==> config.mk <==
export PLATFORM = sky130hd
export DESIGN_NAME = job_slot_table_core_flat
export DESIGN_NICKNAME = d
export VERILOG_FILES = /design/src/sv/jst_pkg.sv /design/src/sv/jst_cmd_if.sv /design/src/sv/jst_rsp_if.sv /design/src/sv/job_slot_table_core.sv /design/src/sv/jst_mem.sv /design/src/flat_wrapper.sv
export SDC_FILE = /design/constraint.sdc
export NUM_CORES = 2
export LEC_CHECK = 0
export CAP_MARGIN = 40
export CORE_MARGIN = 8
export CORE_UTILIZATION = 57
export DETAILED_ROUTE_END_ITERATION = 12
export DONT_BUFFER_PORTS = 1
export PLACE_DENSITY_LB_ADDON = 0.08
export SYNTH_ARGS = -nofsm -noshare
export SYNTH_HDL_FRONTEND = slang
export SYNTH_HIERARCHICAL = 1
export SYNTH_SLANG_ARGS = --single-unit
==> constraint.sdc <==
create_clock -name clk -period 4.7 [get_ports clk]
set_input_delay 0.235 -clock clk [delete_from_list [all_inputs] [get_ports clk]]
set_output_delay 0.235 -clock clk [all_outputs]
set_load 0.01 [all_outputs]
==> src/sv/jst_pkg.sv <==
// ============================================================================
// jst_pkg
// Command, status and sequencer state codes shared by the job slot table.
// ============================================================================
package jst_pkg;

    localparam int CMD_W    = 4;
    localparam int PID_W    = 22;
    localparam int SID_W    = 7;
    localparam int STATUS_W = 2;
    localparam int HELD_W   = 8;

    localparam logic [CMD_W-1:0] CMD_ADD       = 4'd0;
    localparam logic [CMD_W-1:0] CMD_RM_SLOT   = 4'd1;
    localparam logic [CMD_W-1:0] CMD_RM_KEY    = 4'd2;
    localparam logic [CMD_W-1:0] CMD_STOP_KEY  = 4'd3;
    localparam logic [CMD_W-1:0] CMD_RUN_KEY   = 4'd4;
    localparam logic [CMD_W-1:0] CMD_STOP_SLOT = 4'd5;
    localparam logic [CMD_W-1:0] CMD_RUN_SLOT  = 4'd6;
    localparam logic [CMD_W-1:0] CMD_LOOK_SLOT = 4'd7;
    localparam logic [CMD_W-1:0] CMD_LOOK_KEY  = 4'd8;
    localparam logic [CMD_W-1:0] CMD_TOP       = 4'd9;
    localparam logic [CMD_W-1:0] CMD_TOP_STOP  = 4'd10;

    localparam logic [STATUS_W-1:0] ST_OK   = 2'd0;
    localparam logic [STATUS_W-1:0] ST_NONE = 2'd1;
    localparam logic [STATUS_W-1:0] ST_FULL = 2'd2;

    typedef enum logic [4:0] {
        S_CLEAR    = 5'b00001,
        S_IDLE     = 5'b00010,
        S_SLOT_CHK = 5'b00100,
        S_SCAN     = 5'b01000,
        S_DONE     = 5'b10000
    } jst_state_t;

endpackage

==> src/sv/jst_cmd_if.sv <==
// ============================================================================
// jst_cmd_if
// Command channel of the job slot table: valid/ready plus one command item.
// ============================================================================
interface jst_cmd_if;
    logic                       valid;
    logic                       ready;
    logic [jst_pkg::CMD_W-1:0]  command;
    logic [jst_pkg::PID_W-1:0]  job_pid;
    logic [jst_pkg::SID_W-1:0]  slot_id;

    modport source (output valid, command, job_pid, slot_id, input ready);
    modport sink   (input valid, command, job_pid, slot_id, output ready);
endinterface

==> src/sv/jst_rsp_if.sv <==
// ============================================================================
// jst_rsp_if
// Result channel of the job slot table: valid/ready plus one result item.
// ============================================================================
interface jst_rsp_if;
    logic                          valid;
    logic                          ready;
    logic [jst_pkg::STATUS_W-1:0]  status;
    logic [jst_pkg::SID_W-1:0]     found_slot;
    logic [jst_pkg::PID_W-1:0]     found_pid;
    logic                          found_stopped;
    logic [jst_pkg::HELD_W-1:0]    jobs_held;

    modport source (output valid, status, found_slot, found_pid, found_stopped, jobs_held,
                    input ready);
    modport sink   (input valid, status, found_slot, found_pid, found_stopped, jobs_held,
                    output ready);
endinterface

==> src/sv/job_slot_table_core.sv <==
// ============================================================================
// job_slot_table_core
// Table of SLOTS job slots: add to lowest free slot, remove, stop, run and
// look up by slot or key, report highest used or stopped slot.
//
// One item at a time. After reset a clearing pass writes every slot before
// the first item is taken. Operations by slot read only the addressed slot.
// Add, operations by key and the top queries walk the table one slot per
// cycle through the single read port of the slot memory (add scans from the
// new slot up to the next free one; by-key stops at the first match; top
// queries always read all slots). Unknown commands, a slot number out of
// range and a full table answer without a walk. The result sits in an output
// register; the next item is taken once the result is handed off to it.
// ============================================================================
module job_slot_table_core #(
    parameter int SLOTS    = 128,
    parameter int KEY_BITS = 22
) (
    input  logic       clk,
    input  logic       rst_n,
    jst_cmd_if.sink    cmd,
    jst_rsp_if.source  rsp
);

    localparam int SW     = $clog2(SLOTS);
    localparam int IW     = SW + 1;
    localparam int CW     = $clog2(SLOTS + 1);
    localparam int EW     = KEY_BITS + 2;
    localparam int USED_B = KEY_BITS + 1;
    localparam int STOP_B = KEY_BITS;

    jst_pkg::jst_state_t state_reg, state_next;

    logic [jst_pkg::CMD_W-1:0]    cmd_reg, cmd_next;
    logic [KEY_BITS-1:0]          key_reg, key_next;
    logic [SW-1:0]                tgt_reg, tgt_next;
    logic [IW-1:0]                idx_reg, idx_next;
    logic [SW-1:0]                chk_idx_reg, chk_idx_next;
    logic                         chk_vld_reg, chk_vld_next;
    logic [CW-1:0]                count_reg, count_next;
    logic [IW-1:0]                low_free_reg, low_free_next;
    logic [jst_pkg::STATUS_W-1:0] res_status_reg, res_status_next;
    logic [SW-1:0]                res_slot_reg, res_slot_next;
    logic [KEY_BITS-1:0]          res_pid_reg, res_pid_next;
    logic                         res_stop_reg, res_stop_next;
    logic                         out_valid_reg, out_valid_next;
    logic [jst_pkg::STATUS_W-1:0] out_status_reg, out_status_next;
    logic [jst_pkg::SID_W-1:0]    out_slot_reg, out_slot_next;
    logic [jst_pkg::PID_W-1:0]    out_pid_reg, out_pid_next;
    logic                         out_stop_reg, out_stop_next;
    logic [jst_pkg::HELD_W-1:0]   out_held_reg, out_held_next;

    logic          mem_we;
    logic [SW-1:0] mem_waddr;
    logic [EW-1:0] mem_wdata;
    logic          mem_re;
    logic [SW-1:0] mem_raddr;
    logic [EW-1:0] mem_rdata;

    logic                ent_used;
    logic                ent_stop;
    logic [KEY_BITS-1:0] ent_pid;
    logic [KEY_BITS-1:0] key_in;
    logic                cmd_acc;
    logic                app_en;
    logic [SW-1:0]       app_idx;

    jst_mem #(
        .DEPTH (SLOTS),
        .WIDTH (EW)
    ) u_mem (
        .clk   (clk),
        .we    (mem_we),
        .waddr (mem_waddr),
        .wdata (mem_wdata),
        .re    (mem_re),
        .raddr (mem_raddr),
        .rdata (mem_rdata)
    );

    assign ent_used = mem_rdata[USED_B];
    assign ent_stop = mem_rdata[STOP_B];
    assign ent_pid  = mem_rdata[KEY_BITS-1:0];
    assign key_in   = KEY_BITS'(cmd.job_pid);

    assign cmd.ready = (state_reg == jst_pkg::S_IDLE);
    assign cmd_acc   = cmd.valid && cmd.ready;

    assign rsp.valid         = out_valid_reg;
    assign rsp.status        = out_status_reg;
    assign rsp.found_slot    = out_slot_reg;
    assign rsp.found_pid     = out_pid_reg;
    assign rsp.found_stopped = out_stop_reg;
    assign rsp.jobs_held     = out_held_reg;

    always_comb
    begin
        state_next      = state_reg;
        cmd_next        = cmd_reg;
        key_next        = key_reg;
        tgt_next        = tgt_reg;
        idx_next        = idx_reg;
        chk_idx_next    = chk_idx_reg;
        chk_vld_next    = chk_vld_reg;
        count_next      = count_reg;
        low_free_next   = low_free_reg;
        res_status_next = res_status_reg;
        res_slot_next   = res_slot_reg;
        res_pid_next    = res_pid_reg;
        res_stop_next   = res_stop_reg;
        out_valid_next  = out_valid_reg;
        out_status_next = out_status_reg;
        out_slot_next   = out_slot_reg;
        out_pid_next    = out_pid_reg;
        out_stop_next   = out_stop_reg;
        out_held_next   = out_held_reg;

        mem_we    = 1'b0;
        mem_waddr = idx_reg[SW-1:0];
        mem_wdata = '0;
        mem_re    = 1'b0;
        mem_raddr = idx_reg[SW-1:0];
        app_en    = 1'b0;
        app_idx   = tgt_reg;

        if (out_valid_reg && rsp.ready)
        begin
            out_valid_next = 1'b0;
        end

        case (state_reg)
            jst_pkg::S_CLEAR:
            begin
                mem_we    = 1'b1;
                mem_waddr = idx_reg[SW-1:0];
                mem_wdata = '0;
                idx_next  = idx_reg + IW'(1);
                if (idx_reg == IW'(SLOTS - 1))
                begin
                    idx_next   = '0;
                    state_next = jst_pkg::S_IDLE;
                end
            end

            jst_pkg::S_IDLE:
            begin
                if (cmd_acc)
                begin
                    cmd_next        = cmd.command;
                    key_next        = key_in;
                    tgt_next        = SW'(cmd.slot_id);
                    res_status_next = jst_pkg::ST_NONE;
                    res_slot_next   = '0;
                    res_pid_next    = '0;
                    res_stop_next   = 1'b0;
                    chk_vld_next    = 1'b0;
                    idx_next        = '0;
                    state_next      = jst_pkg::S_DONE;
                    case (cmd.command)
                        jst_pkg::CMD_ADD:
                        begin
                            if (count_reg >= CW'(SLOTS) || low_free_reg >= IW'(SLOTS))
                            begin
                                res_status_next = jst_pkg::ST_FULL;
                            end
                            else
                            begin
                                mem_we          = 1'b1;
                                mem_waddr       = low_free_reg[SW-1:0];
                                mem_wdata       = {1'b1, 1'b0, key_in};
                                res_status_next = jst_pkg::ST_OK;
                                res_slot_next   = low_free_reg[SW-1:0];
                                res_pid_next    = key_in;
                                count_next      = count_reg + CW'(1);
                                idx_next        = low_free_reg + IW'(1);
                                state_next      = jst_pkg::S_SCAN;
                            end
                        end
                        jst_pkg::CMD_RM_SLOT, jst_pkg::CMD_STOP_SLOT,
                        jst_pkg::CMD_RUN_SLOT, jst_pkg::CMD_LOOK_SLOT:
                        begin
                            if (32'(cmd.slot_id) < 32'(SLOTS))
                            begin
                                mem_re     = 1'b1;
                                mem_raddr  = SW'(cmd.slot_id);
                                state_next = jst_pkg::S_SLOT_CHK;
                            end
                        end
                        jst_pkg::CMD_RM_KEY, jst_pkg::CMD_STOP_KEY,
                        jst_pkg::CMD_RUN_KEY, jst_pkg::CMD_LOOK_KEY,
                        jst_pkg::CMD_TOP, jst_pkg::CMD_TOP_STOP:
                        begin
                            state_next = jst_pkg::S_SCAN;
                        end
                        default:
                        begin
                            state_next = jst_pkg::S_DONE;
                        end
                    endcase
                end
            end

            jst_pkg::S_SLOT_CHK:
            begin
                if (ent_used)
                begin
                    app_en  = 1'b1;
                    app_idx = tgt_reg;
                end
                else
                begin
                    state_next = jst_pkg::S_DONE;
                end
            end

            jst_pkg::S_SCAN:
            begin
                if (idx_reg < IW'(SLOTS))
                begin
                    mem_re       = 1'b1;
                    mem_raddr    = idx_reg[SW-1:0];
                    idx_next     = idx_reg + IW'(1);
                    chk_vld_next = 1'b1;
                    chk_idx_next = idx_reg[SW-1:0];
                end
                else
                begin
                    chk_vld_next = 1'b0;
                end

                if (chk_vld_reg)
                begin
                    case (cmd_reg)
                        jst_pkg::CMD_ADD:
                        begin
                            if (!ent_used)
                            begin
                                low_free_next = {1'b0, chk_idx_reg};
                                state_next    = jst_pkg::S_DONE;
                            end
                        end
                        jst_pkg::CMD_TOP, jst_pkg::CMD_TOP_STOP:
                        begin
                            if (ent_used && (cmd_reg == jst_pkg::CMD_TOP || ent_stop))
                            begin
                                res_status_next = jst_pkg::ST_OK;
                                res_slot_next   = chk_idx_reg;
                                res_pid_next    = ent_pid;
                                res_stop_next   = ent_stop;
                            end
                        end
                        default:
                        begin
                            if (ent_used && ent_pid == key_reg)
                            begin
                                app_en  = 1'b1;
                                app_idx = chk_idx_reg;
                            end
                        end
                    endcase
                end
                else if (idx_reg >= IW'(SLOTS))
                begin
                    if (cmd_reg == jst_pkg::CMD_ADD)
                    begin
                        low_free_next = IW'(SLOTS);
                    end
                    state_next = jst_pkg::S_DONE;
                end
            end

            jst_pkg::S_DONE:
            begin
                if (!out_valid_reg || rsp.ready)
                begin
                    out_valid_next  = 1'b1;
                    out_status_next = res_status_reg;
                    out_slot_next   = jst_pkg::SID_W'(res_slot_reg);
                    out_pid_next    = jst_pkg::PID_W'(res_pid_reg);
                    out_stop_next   = res_stop_reg;
                    out_held_next   = jst_pkg::HELD_W'(count_reg);
                    state_next      = jst_pkg::S_IDLE;
                end
            end

            default:
            begin
                state_next = jst_pkg::S_IDLE;
            end
        endcase

        // apply the command to the selected used slot
        if (app_en)
        begin
            mem_we          = 1'b1;
            mem_waddr       = app_idx;
            res_status_next = jst_pkg::ST_OK;
            res_slot_next   = app_idx;
            res_pid_next    = ent_pid;
            res_stop_next   = ent_stop;
            state_next      = jst_pkg::S_DONE;
            case (cmd_reg)
                jst_pkg::CMD_RM_SLOT, jst_pkg::CMD_RM_KEY:
                begin
                    mem_wdata  = {1'b0, 1'b0, ent_pid};
                    count_next = count_reg - CW'(1);
                    if ({1'b0, app_idx} < low_free_reg)
                    begin
                        low_free_next = {1'b0, app_idx};
                    end
                end
                jst_pkg::CMD_STOP_SLOT, jst_pkg::CMD_STOP_KEY:
                begin
                    mem_wdata     = {1'b1, 1'b1, ent_pid};
                    res_stop_next = 1'b1;
                end
                jst_pkg::CMD_RUN_SLOT, jst_pkg::CMD_RUN_KEY:
                begin
                    mem_wdata     = {1'b1, 1'b0, ent_pid};
                    res_stop_next = 1'b0;
                end
                default:
                begin
                    mem_we = 1'b0;
                end
            endcase
        end
    end

    always_ff @(posedge clk or negedge rst_n)
    begin
        if (!rst_n)
        begin
            state_reg      <= jst_pkg::S_CLEAR;
            cmd_reg        <= '0;
            key_reg        <= '0;
            tgt_reg        <= '0;
            idx_reg        <= '0;
            chk_idx_reg    <= '0;
            chk_vld_reg    <= 1'b0;
            count_reg      <= '0;
            low_free_reg   <= '0;
            res_status_reg <= '0;
            res_slot_reg   <= '0;
            res_pid_reg    <= '0;
            res_stop_reg   <= 1'b0;
            out_valid_reg  <= 1'b0;
            out_status_reg <= '0;
            out_slot_reg   <= '0;
            out_pid_reg    <= '0;
            out_stop_reg   <= 1'b0;
            out_held_reg   <= '0;
        end
        else
        begin
            state_reg      <= state_next;
            cmd_reg        <= cmd_next;
            key_reg        <= key_next;
            tgt_reg        <= tgt_next;
            idx_reg        <= idx_next;
            chk_idx_reg    <= chk_idx_next;
            chk_vld_reg    <= chk_vld_next;
            count_reg      <= count_next;
            low_free_reg   <= low_free_next;
            res_status_reg <= res_status_next;
            res_slot_reg   <= res_slot_next;
            res_pid_reg    <= res_pid_next;
            res_stop_reg   <= res_stop_next;
            out_valid_reg  <= out_valid_next;
            out_status_reg <= out_status_next;
            out_slot_reg   <= out_slot_next;
            out_pid_reg    <= out_pid_next;
            out_stop_reg   <= out_stop_next;
            out_held_reg   <= out_held_next;
        end
    end

endmodule

==> src/sv/jst_mem.sv <==
// ============================================================================
// jst_mem
// Slot table storage: one write port, one read port with registered data.
// ============================================================================
module jst_mem #(
    parameter  int DEPTH = 128,
    parameter  int WIDTH = 24,
    localparam int AW    = $clog2(DEPTH)
) (
    input  logic             clk,
    input  logic             we,
    input  logic [AW-1:0]    waddr,
    input  logic [WIDTH-1:0] wdata,
    input  logic             re,
    input  logic [AW-1:0]    raddr,
    output logic [WIDTH-1:0] rdata
);

    logic [WIDTH-1:0] ram_reg [DEPTH];
    logic [WIDTH-1:0] rdata_reg;

    always_ff @(posedge clk)
    begin
        if (we)
        begin
            ram_reg[waddr] <= wdata;
        end
        if (re)
        begin
            rdata_reg <= ram_reg[raddr];
        end
    end

    assign rdata = rdata_reg;

endmodule

==> src/flat_wrapper.sv <==
// flat-port wrapper written by rule: the top's interface ports become plain ports
module job_slot_table_core_flat 
#(
    parameter int SLOTS    = 128,
    parameter int KEY_BITS = 22
)
  (clk, rst_n, cmd_valid, cmd_command, cmd_job_pid, cmd_slot_id, cmd_ready, rsp_valid, rsp_status, rsp_found_slot, rsp_found_pid, rsp_found_stopped, rsp_jobs_held, rsp_ready);
  jst_cmd_if cmd_i ();
  jst_rsp_if rsp_i ();
  input  logic clk;
  input  logic rst_n;
  input wire logic [$bits(cmd_i.valid)-1:0] cmd_valid;
  input wire logic [$bits(cmd_i.command)-1:0] cmd_command;
  input wire logic [$bits(cmd_i.job_pid)-1:0] cmd_job_pid;
  input wire logic [$bits(cmd_i.slot_id)-1:0] cmd_slot_id;
  output wire logic [$bits(cmd_i.ready)-1:0] cmd_ready;
  output wire logic [$bits(rsp_i.valid)-1:0] rsp_valid;
  output wire logic [$bits(rsp_i.status)-1:0] rsp_status;
  output wire logic [$bits(rsp_i.found_slot)-1:0] rsp_found_slot;
  output wire logic [$bits(rsp_i.found_pid)-1:0] rsp_found_pid;
  output wire logic [$bits(rsp_i.found_stopped)-1:0] rsp_found_stopped;
  output wire logic [$bits(rsp_i.jobs_held)-1:0] rsp_jobs_held;
  input wire logic [$bits(rsp_i.ready)-1:0] rsp_ready;
  assign cmd_i.valid = cmd_valid;
  assign cmd_i.command = cmd_command;
  assign cmd_i.job_pid = cmd_job_pid;
  assign cmd_i.slot_id = cmd_slot_id;
  assign cmd_ready = cmd_i.ready;
  assign rsp_valid = rsp_i.valid;
  assign rsp_status = rsp_i.status;
  assign rsp_found_slot = rsp_i.found_slot;
  assign rsp_found_pid = rsp_i.found_pid;
  assign rsp_found_stopped = rsp_i.found_stopped;
  assign rsp_jobs_held = rsp_i.jobs_held;
  assign rsp_i.ready = rsp_ready;
  job_slot_table_core #(.SLOTS(SLOTS), .KEY_BITS(KEY_BITS)) u_core (.clk(clk), .rst_n(rst_n), .cmd(cmd_i), .rsp(rsp_i));
endmodule
==> results.ini <==
[timing]
fmax_ghz = 0.215
rsz0062_at_grt = false
tns_ns = 0
maxSlewViolCount = 0
finClkSkew_ns = 0.0391
relSlewSlack_pct = 37.9
layout_min_cycle_time_ns = 4.64
finalHoldViolCount = 0
hold_ws_ns = 0.0328
worstMarginPinSlew_ns = 0.928
timing.final.crit_share_pct = 98.8
setup-violations-final = 0

[pwr]
power.leakage_nw = 41.2
switching_share_pct = 26.4
p_int_mw = 55.5
power_mw = 75.5
switchingPower_mw = 19.9
combPwrFrac_pct = 22.9
power.share.clock_pct = 34.1
powerDensity_mw_per_mm2 = 508
vdd_drop_max_v = 0.000320
seq_power_share_pct = 43.1

[floorplanning]
rows = 172
start_util_pct = 57.2
die_h_um = 485
die_x_um = 485
die-area_mm2 = 0.235
ios = 79
core_area_mm2 = 0.219

[cells_and_area]
finalCoreUtilization_pct = 67.8
largest_register_ffs = 3072
area_growth_pct = 18.6
final_common_cell = edfxtp_1
final_nets = 6040
design_area_mm2 = 0.149
most-common-layout-cells = edfxtp_1, mux4_2, clkbuf_16, buf_4, buf_12
drive_gt1_share_pct = 37.1

[worst_setup_path]
worst-path-max-fanout = 7
crit_path_frequent_cell = buf_4
required_ns = 5.41
cp-start-kind = flip-flop
critPathArrivalTime_ns = 5.35
crit_chain = nor3_2, nand3b_1, inv_2, nand2_2, or3_4, inv_2, buf_4, o21ai_4, buf_12, buf_16, buf_4, clkbuf_16, buf_4, buf_4, mux4_2, mux4_2, mux4_2, mux2_4
crit_type = reg -> reg
critical_path.slowest_cell = mux4_2
worstSetupEndpointType = flip-flop
slowest_delay_ns = 0.64

[clocking]
cts_tree = built
cts_max_level = 5
clkTransAtPathRegs_ns = 0.07
worst_skew_pair.late_latency_ns = 0.96
clock-root-buffer = clkbuf_16
numCtsBuffers = 335
clkSinkCount = 3239
clock_path_buffers = 4

[synthesis]
synth_edf_count = 3096
avgSynthCellArea_um2 = 23.7
synthDistinctLibCells = 62
synth_seq_area_share_pct = 77.1
syn_area_mm2 = 0.125
ys.warnings.count = 6
syn_nets = 5335
synth_cells = 5285
synth_ff_type = edfxtp_1
ys_async_sr_fraction_pct = 4.41
ys_ff_latch = 3239

[place]
gp_congestion = 0.827
dp_hpwl_um = 197000
port_buffers = 0
placedInstanceArea_mm2 = 0.136

[detailed_routing]
ant_nets = 0
totalWireLength_um = 333000
viasPerCell = 6.73
drcViolationCount = 0
wl_per_cell_um = 36.5
drtIter0Drc = 7636
first_pass_iters = 5
via_count = 61400

[global_routing]
grt_pass1_vias = 60800
grt_max_degree = 143
gr-usage-all-layers_pct = 28.0
antenna_found_initial = 31
grt_pass1_wl_um = 465000
overflow = 0

[min_path]
hp-class = in -> reg

[run]
cap_violations = 0

[status]
status = complete, no violations

final cells by class:
cell class                 instances  area (um2)
sequential                      3239       96500
clock inverter                   158        1580
multi-input combinational       1734       28800
tap                             2871        3590
antenna                           17        42.5
fill                           13400       70500
clock buffer                     422        8890
inverter                          27         101
timing repair buffer             653        9070
critical path: cells and delay by family, from the launching register on:
family                 cells  cell delay (ns)
AOI/OAI and AO/OA          1             0.07
buffers and inverters      9             1.20
DFF                        1             0.40
muxes                      4             1.92
and+or+nand+nor            4             0.79
final timing paths:
kind	cells after the start	slack [ns]	endpoint	from
hold / removal	1	0.03	u_core/u_mem/ram_reg[42][20]	cmd_job_pid[20]
hold reg to reg	2	0.48	u_core/res_pid_reg[5]	u_core/res_pid_reg[5]
min in group asynchronous	3	0.44	u_core/state_reg[0]	rst_n
max in group asynchronous	4	3.55	u_core/key_reg[7]	rst_n
setup reg to reg	18	0.06	u_core/u_mem/rdata[6]	u_core/state_reg[2]
setup / recovery	18	0.06	u_core/u_mem/rdata[6]	u_core/state_reg[2]
stage by stage:
stage	setup slack (ns)	std cells
after detailed placement	-0.464	8380
after global placement	-0.574	8367
after floorplan	-0.363	5285
final	0.0581	9121
after global routing	0.00428	9107
after CTS	-0.0121	9054
logic make-up after synthesis:
group / Yosys count / synth area share [%]
simple gates: 377 / 1.41
mux: 1132 / 19.2
fa+ha+maj: 13 / 0.130
xor+xnor: 37 / 0.259
compound gates: 175 / 0.897
buf+inv: 312 / 1.01
flops: 3239 / 77.1
layer usage:
layer	up-vias	global-route usage [%]	wire length (um)
li1	24100	-	-
met1	33500	41.9	134000
met2	3345	42.3	154000
met3	419	7.53	37200
met4	6	6.28	7760
met5	-	0	34
cell usage after synthesis (all sizes together) (22+ instances only):
cell    instances  area [um2]
edfxtp       3096       93000
and3           30         188
inv            27         101
a22o           22         193
xor2           24         210
nor2          148         556
a21oi          43         215
mux2          106        1190
o21ai          61         305
nand3          25         138
dfrtp         142        3550
buf            99         464
clkbuf        186         698
mux4         1008       22700
nand2          97         364
power groups by stage:
stage / clock network, mW / registers [mW] / logic, mW
final: 25.7 / 32.5 / 17.3
after global routing: 27.1 / 32.5 / 18.2
after CTS: 26.0 / 32.5 / 16.7
after detailed placement: 0 / 33.1 / 15.8
after global placement: 0 / 33.1 / 15.6
after floorplan: 0 / 32.8 / 9.99
repair_timing:
item / CTS / global route
gates cloned: 5 / 8
setup buffers: 7 / 43
hold buffers: 82 / 0
setup endpoints to repair: 24 / 183
endpoints found under the hold margin: 802 / 0
pin swaps: 1 / 5
gates resized for setup: 29 / 42
Power figures use the tool's default switching activity.
